==> src/hdl/ufr_pkg.sv <==
package ufr_pkg;

	// result kinds
	localparam logic [1:0] KIND_PAYLOAD = 2'd0;
	localparam logic [1:0] KIND_GOOD    = 2'd1;
	localparam logic [1:0] KIND_BAD_SUM = 2'd2;
	localparam logic [1:0] KIND_TIMEOUT = 2'd3;

	// input operations
	localparam logic OP_BYTE = 1'b0;
	localparam logic OP_TICK = 1'b1;

	// configuration register indexes
	localparam logic [1:0] REG_HEADER_FIRST  = 2'd0;
	localparam logic [1:0] REG_HEADER_SECOND = 2'd1;
	localparam logic [1:0] REG_TIMEOUT_LIMIT = 2'd2;

	// configuration reset values
	localparam logic [7:0] HEADER_FIRST_RST  = 8'd170;
	localparam logic [7:0] HEADER_SECOND_RST = 8'd85;
	localparam logic [7:0] TIMEOUT_LIMIT_RST = 8'd15;

	// bytes of a frame that are not payload
	localparam logic [15:0] FRAME_OVERHEAD = 16'd6;

	// one result item, as it leaves the block
	typedef struct packed {
		logic [1:0]  kind;
		logic [7:0]  received_sum;
		logic [7:0]  computed_sum;
		logic [15:0] payload_count;
		logic [7:0]  command;
		logic [7:0]  payload_byte;
	} res_t;

endpackage

==> src/hdl/ufr_parser.sv <==
module ufr_parser (
	input  logic             clk,
	input  logic             arst_n,
	input  logic             req_valid,
	input  logic             req_op,
	input  logic [7:0]       req_byte,
	input  logic             cfg_wr_en,
	input  logic [1:0]       cfg_index,
	input  logic [7:0]       cfg_data,
	output logic             res_valid,
	output ufr_pkg::res_t    res
);

	// frame phases
	localparam logic [2:0] PH_HDR1    = 3'd0;
	localparam logic [2:0] PH_HDR2    = 3'd1;
	localparam logic [2:0] PH_LEN_HI  = 3'd2;
	localparam logic [2:0] PH_LEN_LO  = 3'd3;
	localparam logic [2:0] PH_CMD     = 3'd4;
	localparam logic [2:0] PH_PAYLOAD = 3'd5;

	logic [7:0]  header_first_q, header_second_q, timeout_limit_q;
	logic [2:0]  phase_q, phase_d;
	logic [15:0] len_q, len_d;
	logic [7:0]  sum_q, sum_d;
	logic [7:0]  cmd_q, cmd_d;
	logic [15:0] cnt_q, cnt_d;
	logic [7:0]  tick_q, tick_d;
	logic        emit;
	logic        clear;

	// configuration registers
	always_ff @(posedge clk or negedge arst_n) begin
		if (!arst_n) begin
			header_first_q  <= ufr_pkg::HEADER_FIRST_RST;
			header_second_q <= ufr_pkg::HEADER_SECOND_RST;
			timeout_limit_q <= ufr_pkg::TIMEOUT_LIMIT_RST;
		end else if (cfg_wr_en) begin
			unique case (cfg_index)
				ufr_pkg::REG_HEADER_FIRST:  header_first_q  <= cfg_data;
				ufr_pkg::REG_HEADER_SECOND: header_second_q <= cfg_data;
				ufr_pkg::REG_TIMEOUT_LIMIT: timeout_limit_q <= cfg_data;
				default: ;
			endcase
		end
	end

	// next frame state and result for one request
	always_comb begin
		phase_d = phase_q;
		len_d   = len_q;
		sum_d   = sum_q;
		cmd_d   = cmd_q;
		cnt_d   = cnt_q;
		tick_d  = tick_q;
		emit    = 1'b0;
		clear   = 1'b0;
		res.kind          = ufr_pkg::KIND_PAYLOAD;
		res.payload_byte  = 8'd0;
		res.command       = cmd_q;
		res.payload_count = cnt_q;
		res.computed_sum  = sum_q;
		res.received_sum  = 8'd0;
		if (req_op == ufr_pkg::OP_TICK) begin
			// timeout runs only while a frame is open
			if (tick_q != 8'd0) begin
				if (tick_q >= timeout_limit_q) begin
					emit     = 1'b1;
					clear    = 1'b1;
					res.kind = ufr_pkg::KIND_TIMEOUT;
				end else begin
					tick_d = tick_q + 8'd1;
				end
			end
		end else begin
			unique case (phase_q)
				PH_HDR2: begin
					if (req_byte == header_second_q) phase_d = PH_LEN_HI;
				end
				PH_LEN_HI: begin
					sum_d   = sum_q + req_byte;
					len_d   = {req_byte, 8'd0};
					phase_d = PH_LEN_LO;
				end
				PH_LEN_LO: begin
					sum_d   = sum_q + req_byte;
					len_d   = len_q | {8'd0, req_byte};
					phase_d = PH_CMD;
				end
				PH_CMD: begin
					sum_d   = sum_q + req_byte;
					cmd_d   = req_byte;
					phase_d = PH_PAYLOAD;
				end
				PH_PAYLOAD: begin
					emit = 1'b1;
					if (len_q > ufr_pkg::FRAME_OVERHEAD) begin
						sum_d = sum_q + req_byte;
						len_d = len_q - 16'd1;
						cnt_d = cnt_q + 16'd1;
						res.payload_byte  = req_byte;
						res.payload_count = cnt_d;
						res.computed_sum  = sum_d;
					end else begin
						// checksum byte closes the frame
						clear            = 1'b1;
						res.kind         = (req_byte == sum_q) ? ufr_pkg::KIND_GOOD
						                                       : ufr_pkg::KIND_BAD_SUM;
						res.received_sum = req_byte;
					end
				end
				default: begin
					// waiting for the first header byte
					if (req_byte == header_first_q) begin
						phase_d = PH_HDR2;
						len_d   = 16'd0;
						sum_d   = 8'd0;
						cmd_d   = 8'd0;
						cnt_d   = 16'd0;
						tick_d  = 8'd1;
					end
				end
			endcase
		end
		if (clear) begin
			phase_d = PH_HDR1;
			len_d   = 16'd0;
			sum_d   = 8'd0;
			cmd_d   = 8'd0;
			cnt_d   = 16'd0;
			tick_d  = 8'd0;
		end
	end

	assign res_valid = req_valid && emit;

	// frame state registers
	always_ff @(posedge clk or negedge arst_n) begin
		if (!arst_n) begin
			phase_q <= PH_HDR1;
			len_q   <= 16'd0;
			sum_q   <= 8'd0;
			cmd_q   <= 8'd0;
			cnt_q   <= 16'd0;
			tick_q  <= 8'd0;
		end else if (req_valid) begin
			phase_q <= phase_d;
			len_q   <= len_d;
			sum_q   <= sum_d;
			cmd_q   <= cmd_d;
			cnt_q   <= cnt_d;
			tick_q  <= tick_d;
		end
	end

	// an open frame always has its timer running
	a_timer_runs: assert property (@(posedge clk) disable iff (!arst_n)
		phase_q != PH_HDR1 |-> tick_q != 8'd0)
		else $error("frame open with timer stopped");

	// a frame verdict or abort returns the parser to header search
	a_end_clears: assert property (@(posedge clk) disable iff (!arst_n)
		res_valid && res.kind != ufr_pkg::KIND_PAYLOAD |=> phase_q == PH_HDR1 && tick_q == 8'd0)
		else $error("frame state kept after end of frame");

	// payload only comes out of the payload phase
	a_payload_phase: assert property (@(posedge clk) disable iff (!arst_n)
		res_valid && res.kind == ufr_pkg::KIND_PAYLOAD |-> phase_q == PH_PAYLOAD)
		else $error("payload result outside payload phase");

endmodule

==> src/hdl/ufr_out_buf.sv <==
module ufr_out_buf (
	input  logic          clk,
	input  logic          arst_n,
	input  logic          push,
	input  ufr_pkg::res_t push_data,
	output logic          room,
	output logic          out_valid,
	input  logic          out_ready,
	output ufr_pkg::res_t out_data
);

	ufr_pkg::res_t mem_q [2];
	logic          wr_ptr_q, rd_ptr_q;
	logic [1:0]    count_q;
	logic          pop;

	assign out_valid = count_q != 2'd0;
	assign out_data  = mem_q[rd_ptr_q];
	assign room      = count_q != 2'd2;
	assign pop       = out_valid && out_ready;

	// result storage
	always_ff @(posedge clk) begin
		if (push) mem_q[wr_ptr_q] <= push_data;
	end

	// pointers and fill count
	always_ff @(posedge clk or negedge arst_n) begin
		if (!arst_n) begin
			wr_ptr_q <= 1'b0;
			rd_ptr_q <= 1'b0;
			count_q  <= 2'd0;
		end else begin
			if (push) wr_ptr_q <= ~wr_ptr_q;
			if (pop)  rd_ptr_q <= ~rd_ptr_q;
			count_q <= count_q + {1'b0, push} - {1'b0, pop};
		end
	end

	a_no_overflow: assert property (@(posedge clk) disable iff (!arst_n)
		push |-> count_q != 2'd2)
		else $error("result pushed into full buffer");

	a_count_range: assert property (@(posedge clk) disable iff (!arst_n)
		count_q != 2'd3)
		else $error("result buffer count out of range");

endmodule

==> src/hdl/uart_frame_receiver_top.sv <==
// channel   dir  tdata                                       tuser
// s_axis    in   [7:0] data_byte                             [0] operation
// m_axis    out  [7:0] payload_byte, [15:8] command,         [1:0] kind
//                [31:16] payload_count, [39:32] computed_sum,
//                [47:40] received_sum
// cfg       in   cfg_index selects header_first, header_second, timeout_limit
//
// one request per clock while s_tready is high; the frame state updates in the cycle of acceptance
// a result is registered into the result buffer and reaches m_axis once earlier results are taken
// a two-entry result buffer keeps s_tready high while one result waits
// s_tready drops only when two results are waiting on m_tready
// arst_n clears the frame state and result buffer and restores register defaults
module uart_frame_receiver_top (
	input  logic        clk,
	input  logic        arst_n,
	input  logic        s_tvalid,
	output logic        s_tready,
	input  logic [7:0]  s_tdata,   // [7:0] data_byte
	input  logic        s_tuser,   // [0] operation
	output logic        m_tvalid,
	input  logic        m_tready,
	output logic [47:0] m_tdata,   // payload_byte, command, payload_count,
	                               // computed_sum, received_sum
	output logic [1:0]  m_tuser,   // [1:0] kind
	input  logic        cfg_wr_en,
	input  logic [1:0]  cfg_index,
	input  logic [7:0]  cfg_data
);

	logic          accept;
	logic          res_valid;
	ufr_pkg::res_t res;
	ufr_pkg::res_t out_res;

	assign accept = s_tvalid && s_tready;

	// frame parser
	ufr_parser u_parser (
		.clk       (clk),
		.arst_n    (arst_n),
		.req_valid (accept),
		.req_op    (s_tuser),
		.req_byte  (s_tdata),
		.cfg_wr_en (cfg_wr_en),
		.cfg_index (cfg_index),
		.cfg_data  (cfg_data),
		.res_valid (res_valid),
		.res       (res)
	);

	// result register with skid entry
	ufr_out_buf u_out_buf (
		.clk       (clk),
		.arst_n    (arst_n),
		.push      (res_valid),
		.push_data (res),
		.room      (s_tready),
		.out_valid (m_tvalid),
		.out_ready (m_tready),
		.out_data  (out_res)
	);

	assign m_tuser = out_res.kind;
	assign m_tdata = {out_res.received_sum, out_res.computed_sum, out_res.payload_count,
	                  out_res.command, out_res.payload_byte};

endmodule

==> config.mk <==
export PLATFORM = sky130hd
export DESIGN_NAME = uart_frame_receiver_top
export DESIGN_NICKNAME = d
export VERILOG_FILES = /design/src/hdl/ufr_pkg.sv /design/src/hdl/ufr_parser.sv /design/src/hdl/ufr_out_buf.sv /design/src/hdl/uart_frame_receiver_top.sv
export SDC_FILE = /design/constraint.sdc
export NUM_CORES = 1
export LEC_CHECK = 0
export ABC_AREA = 1
export BUFFER_PORTS_ARGS = -buffer_cell sky130_fd_sc_hd__buf_2
export CORE_ASPECT_RATIO = 2
export CORE_MARGIN = 2
export CORE_UTILIZATION = 33
export DETAILED_ROUTE_END_ITERATION = 12
export GPL_TIMING_DRIVEN = 0
export PLACE_DENSITY_LB_ADDON = 0.1
export SETUP_SLACK_MARGIN = 0.15
export SLEW_MARGIN = 30
export SYNTH_ARGS = -nofsm -noshare
export SYNTH_HDL_FRONTEND = slang
export SYNTH_SLANG_ARGS = --single-unit
==> constraint.sdc <==
create_clock -name clk -period 4.6 [get_ports clk]
set_clock_uncertainty 0.05 [all_clocks]
set_input_delay 0.23 -clock clk [delete_from_list [all_inputs] [get_ports clk]]
set_output_delay 0.23 -clock clk [all_outputs]
set_load 0.01 [all_outputs]
# Word-level counts from Yosys, hierarchy flattened
# Memory sizes are Yosys's and may differ from the RTL's.
# Cells that the tools add are included.
[word_totals]
mem_count = 1
mem_bits_rw = 100
wordCells = 120
register_bits = 87
[classes]
n_addsub = 6
n_bitwise = 3
n_mux = 48
n_lt_le_gt_ge = 2
reduce_logical = 26
eq_ne = 22
[memory_table]
columns = ["name", "words", "width", "read_ports", "rd_ports_with_merged_regs", "write_ports", "line", "text"]
rows = [
  ["u_out_buf.mem_q", 2, 50, 1, 0, 1, "ufr_out_buf.sv:12", "ufr_pkg::res_t mem_q [2];"],
]
[op_table]
columns = ["operator", "count"]
rows = [
  ["$mux W8", 15],
  ["$mux W16", 7],
  ["$pmux W16 S4", 1],
  ["$mux W34", 1],
  ["$mux W32", 1],
  ["$pmux W16 S2", 1],
  ["$reduce_and A5 Y1", 5],
  ["$eq A8 B8 Y1", 3],
  ["$mux W24", 1],
  ["$pmux W8 S3", 1],
  ["$add A16 B1 Y16 const B", 1],
  ["$gt A16 B3 Y1 const B", 1],
  ["$or A16 B8 Y16", 1],
  ["$pmux W8 S2", 1],
  ["$sub A16 B1 Y16 const B", 1],
  ["$pmux W3 S5", 1],
  ["$mux W3", 4],
  ["$ne A2 B1 Y1 const B", 6],
  ["$ne A3 B1 Y1 const B", 4],
  ["$mux W10", 1],
  ["$mux W1", 9],
  ["$reduce_bool A3 Y1", 3],
  ["$add A8 B1 Y8 const B", 1],
  ["$add A8 B8 Y8", 1],
  ["25 further kinds", 36],
]

# Longest topological paths before layout
[depth]
depth_word = 7
ltp_mapped = 17
depth_no_buf = 17

# Cells and area by module
# A second synthesis with hierarchy kept.
[unflattened]
cells_unflattened = 1187
area_unflattened_um2 = 9840.7
[modules_own_cells]
columns = ["mod", "area_each_um2", "cells_each", "instances"]
rows = [
  ["ufr_parser", 5930.7, 894, 1],
  ["ufr_out_buf", 3902.5, 291, 1],
  ["uart_frame_receiver_top", 7.5, 2, 1],
]

# Worst setup path before layout
# No wires, ideal clock.
[synth_timing]
path_type = "flip-flop to flip-flop"
start = "reg u_parser.timeout_limit_q[3]"
end = "mem u_out_buf.mem_q[0][0] (netlist name), enable pin"
period_less_slack_ns = 4.098
n_path_buf = 0
slack_ns = 0.502
stages_incl_launch_ff = 13
required_time_ns = 4.092
t_arrival_ns = 3.591
setup_time_ns = 0.458
cell_sequence = "dfstp_2 > inv_1 > ha_1 > nand2_1 > inv_1 > nand2_1 > nand2_1 > nand2_1 > nand2_4 > nand3b_4 > inv_2 > o21ai_2 > nor2_1"
[synth_via]
elab_chain_cells = 7
[synth_lines]
columns = ["item", "line", "text"]
rows = [
  ["start: declaration", "ufr_parser.sv:22", "logic [7:0] header_first_q, header_second_q, timeout_limit_q;"],
  ["start signal: assignment", "ufr_parser.sv:37", "timeout_limit_q <= ufr_pkg::TIMEOUT_LIMIT_RST;"],
  ["start signal: assignment", "ufr_parser.sv:42", "ufr_pkg::REG_TIMEOUT_LIMIT: timeout_limit_q <= cfg_data;"],
  ["$ge A8 B8 Y1", "ufr_parser.sv:67", "if (tick_q >= timeout_limit_q) begin"],
  ["$mux W1", "ufr_parser.sv:67", ""],
  ["$mux W1", "ufr_parser.sv:66", "if (tick_q != 8'd0) begin"],
  ["$mux W1", "ufr_parser.sv:64", "if (req_op == ufr_pkg::OP_TICK) begin"],
  ["$logic_and A1 B1 Y1", "ufr_parser.sv:135", "assign res_valid = req_valid && emit;"],
  ["$mux W1", "ufr_out_buf.sv:24", "if (push) mem_q[wr_ptr_q] <= push_data;"],
  ["$mux W1 (not written as such)", "ufr_out_buf.sv:24", ""],
  ["end: declaration", "ufr_out_buf.sv:12", ""],
]
# No other way between the ends.

# Worst setup path after layout
[layout_timing]
start = "reg u_parser.tick_q[0]"
end = "mem u_out_buf.mem_q[1][22] (netlist name), enable pin"
[layout_via]
elab_chain_cells = 7
elab_cells_between_ends = 8
[layout_lines]
columns = ["item", "line", "text"]
rows = [
  ["start: declaration", "ufr_parser.sv:28", "logic [7:0] tick_q, tick_d;"],
  ["start signal: assignment", "ufr_parser.sv:152", "tick_q <= tick_d;"],
  ["$ge A8 B8 Y1", "ufr_parser.sv:67", ""],
  ["$mux W1", "ufr_parser.sv:67", ""],
  ["$mux W1 (*)", "ufr_parser.sv:66", ""],
  ["$mux W1 (*)", "ufr_parser.sv:64", ""],
  ["$logic_and A1 B1 Y1 (*)", "ufr_parser.sv:135", ""],
  ["$mux W1 (*)", "ufr_out_buf.sv:24", ""],
  ["$mux W1 (not written as such) (*)", "ufr_out_buf.sv:24", ""],
]
# Every way passes the cells marked *; elsewhere a longest branch is shown, timed or not.

==> summary.txt <==
Cells and area
  • # nets final: 1,260
  • Layout Cells excl Fill: 1,586
  • Synthesis-to-finish area growth: 17.26%
  • Share of cells above drive strength 1: 14.93%
  • Diodes inserted: 0

Floorplanning
  • Starting Density: 33.49%
  • Chip Width: 125.0 um
  • Row Count: 88
  • Core area: 28,850 um^2
  • # IOs: 76
  • Die height: 246.0 um
  • Die ar.: 30,740 um^2

Clock network
  • Clock Latency Late Sink: 0.46 ns
  • Clock Sinks: 187
  • CTS tree: built
  • TritonCTS Buffers: 17
  • Maximum clock insertion buffer count: 2
  • Clock transition at path regs: 0.07 ns
  • H-tree depth: 4
  • Setup bufs post-CTS: 0
  • CTS Hold Bufs: 2
  • Root buf cell: clkbuf_16
  • CTS resizes: 0

STA
  • Unrepaired setup endpoints after global routing: no
  • Endpoints failing hold: 0
  • Tcrit/Tclk final: 61.18%
  • Slew HR: 59.84%
  • Final worst slack: 1.786 ns
  • Least-Margin Pin Slew: 0.6024 ns
  • Fmax: 355.3 MHz
  • Finish-stage setup viols: 0
  • Slew Limit Fails: 0
  • Tmin final: 2.814 ns

Logic synthesis
  • Synth Area per Inst: 8.695 um^2
  • Count leader, synth: nand2_1
  • Cell taking the most area after synthesis: edfxtp_1
  • Synth Warn #: 0
  • Post-synth EDFFs: 100
  • Sequential area share after synthesis: 53.78%
  • Net Count, Synth: 1,158
  • Yosys cell types: 43
  • Top_reg_cell synth: edfxtp_1
  • Seq cells post-synth: 187
  • Top post-synthesis cells by area: edfxtp_1 31%, dfrtp_1 19%, nand2_1 15%
  • Synthesized area: 9661 um^2
  • Mapped Cells: 1,111
  • Share of the synthesized area in the top cell type: 31.08%
  • Commonest cells post-synth: 397 x nand2_1, 100 x edfxtp_1, 92 x inv_1
  • Async S/R FF share, synth: 46.52%

Worst setup path
  • CP Class: reg -> reg
  • Critical path peak fanout: 15
  • WP data arrival: 2.94 ns
  • Crit path largest cell delay: 0.39 ns
  • Worst path required time: 4.72 ns
  • Setup crit start kind: flip-flop
  • CP Capture Type: flip-flop
  • Cell mode on critical path: nand2_1
  • Cells along the critical path: inv_1 -> ha_1 -> inv_1 -> nand2_1 -> nand2_1 -> nand2_1 -> nand2_1 -> nand2_1 -> nand2_1 -> nand2_4 -> nand3b_4 -> inv_2 -> o21ai_2 -> nor2_4 -> buf_16 -> buf_16
  • Slowest CP cell: dfrtp_1

Worst hold path
  • Worst Hold Class: in -> reg

Global routing
  • Vias in the first global route: 7,737
  • Antenna violations before repair: 0
  • Remaining Overflow, GRT: 0
  • Gr usage total: 18.74%
  • Met3 usage: 2.714%
  • GRT met1 Usage: 18.57%
  • Met2 usage: 37.69%
  • Top Usage Layer GRT: met2
  • Largest net degree at the start of global routing: 50
  • First-pass GRT wire length: 43.55 mm

Placement
  • GPL Wtd Cong: 0.9106
  • Port bufs: 74
  • Placed cells: 1,552
  • Pre-CTS setup slack: 1.730 ns
  • Dpl hpwl: 21.59 mm

Flow run
  • Maxcap violations: 0

Pwr
  • Worst VDD drop: 218.3 uV
  • Tot Pwr: 6.430 mW
  • Cell area power density: 567.6 nW/um^2
  • Leakage: 5.026 nW

Drt
  • DR pass1 iterations: 5
  • WL/cell: 17.76 um
  • Total number of vias: 7,664
  • Post-route ant nets: 0
  • DRT iter0 DRCs: 410
  • Routed WL: 28.17 mm
  • DRC: 0
  • Via density per instance: 4.832

Status
  • Run status: finished, final reports clean
==> final cells by class <==
cell class / instances / area [um^2]
Clock inverter: 14 / 183.9
Tap cell: 360 / 450.4
Timing Repair Buffer: 83 / 589.3
Sequential cell: 187 / 5195
Fill cell: 2980 / 17520
Inverter: 97 / 364.1
Multi-Input combinational cell: 792 / 3931
Buffer: 35 / 185.2
Clock buffer: 18 / 429.2
==> through the flow <==
| step | cell area (um^2) | hold WS, ns | utilization (%) | TNS [ns] |
|---|---|---|---|---|
| 6_report | 11330 | 0.05617 | 39.27 | 0 |
| 5_1_grt | 11330 | 0.08545 | 39.27 | 0 |
| 4_1_cts | 11330 | 0.04613 | 39.27 | 0 |
| 3_5_place_dp | 10700 | 0.1308 | 37.07 | 0 |
| 3_3_place_gp | 10480 | 0.4112 | 36.33 | -141.59 |
| 2_1_floorplan | 9661 | -0.1156 | - | 0 |
==> cell families after synthesis <==
logic type,count (synthesis),share of synthesized area [%]
simple gates,574,25.14
xor+xnor,38,3.445
fa+ha+maj,23,3.057
mux,1,0.1036
compound gates,156,8.794
flops,187,53.78
buf+inv,132,5.686
==> sequential cells by signal, summed over array words and instances (netlist names) <==
name                      count
u_out_buf.count_q             2
u_out_buf.mem_q             100
u_out_buf.rd_ptr_q            1
u_out_buf.wr_ptr_q            1
u_parser.cmd_q                8
u_parser.cnt_q               16
u_parser.header_first_q       8
u_parser.header_second_q      8
u_parser.len_q               16
u_parser.phase_q              3
u_parser.sum_q                8
u_parser.tick_q               8
u_parser.timeout_limit_q      8
==> worst paths after layout <==
path,startpoint,endpoint,slack (ns),depth (start not counted)
setup / recovery,u_parser.tick_q[0]$_DFFE_PN0P_,u_out_buf.mem_q[1][22]$_DFFE_PP_,1.79,16
hold / removal,cfg_data[6],u_parser.header_second_q[6]$_DFFE_PN1P_,0.06,3
setup reg to reg,u_parser.tick_q[0]$_DFFE_PN0P_,u_out_buf.mem_q[1][22]$_DFFE_PP_,1.79,16
hold reg to reg,u_parser.cmd_q[7]$_DFFE_PN0P_,u_out_buf.mem_q[1][15]$_DFFE_PP_,0.42,0
max in group asynchronous,arst_n,u_parser.timeout_limit_q[0]$_DFFE_PN1P_,3.62,3
min in group asynchronous,arst_n,u_parser.len_q[13]$_DFFE_PN0P_,0.20,2
==> worst max-delay path, delay by kind of cell, from the launching register on <==
family	cells	cell delay (ns)
simple gates	9	0.95
flops	1	0.39
compound gates	1	0.18
buf+inv	5	0.67
fa+ha+maj	1	0.28
==> cell usage in the layout (no fill, tap or decap), types with 5 or more instances in the layout <==
cell and instances:
dfstp_2 12, clkbuf_1 18, o21ai_0 77, buf_4 5
nand2_1 397, nor2_1 73, ha_1 22, nand3b_1 6
inv_1 92, nand3_2 6, xnor2_1 22, edfxtp_1 100
buf_2 82, xor2_1 16, nand2_2 7, a21oi_1 16
nor2_4 5, buf_16 7, nand3_1 33, o21ai_1 42
nand4_1 18, nor2_2 5, clkbuf_16 17, dfrtp_1 75
nor3_1 15
==> report_power, final <==
group	internal, mW	total (mW)	leakage (nW)	switching, mW
logic	0.848	2.55	2.67	1.70
registers	2.09	2.29	2.06	0.202
clock network	0.870	1.58	0.297	0.713
==> routing by layer <==
layer / vias to the layer above / part of all wire, %
met5: - / 0
met4: 0 / 3.3
met3: 42 / 2.3
met2: 126 / 58
met1: 3657 / 37
li1: 3839 / -
No activity file was read; power rests on OpenSTA's default activity.
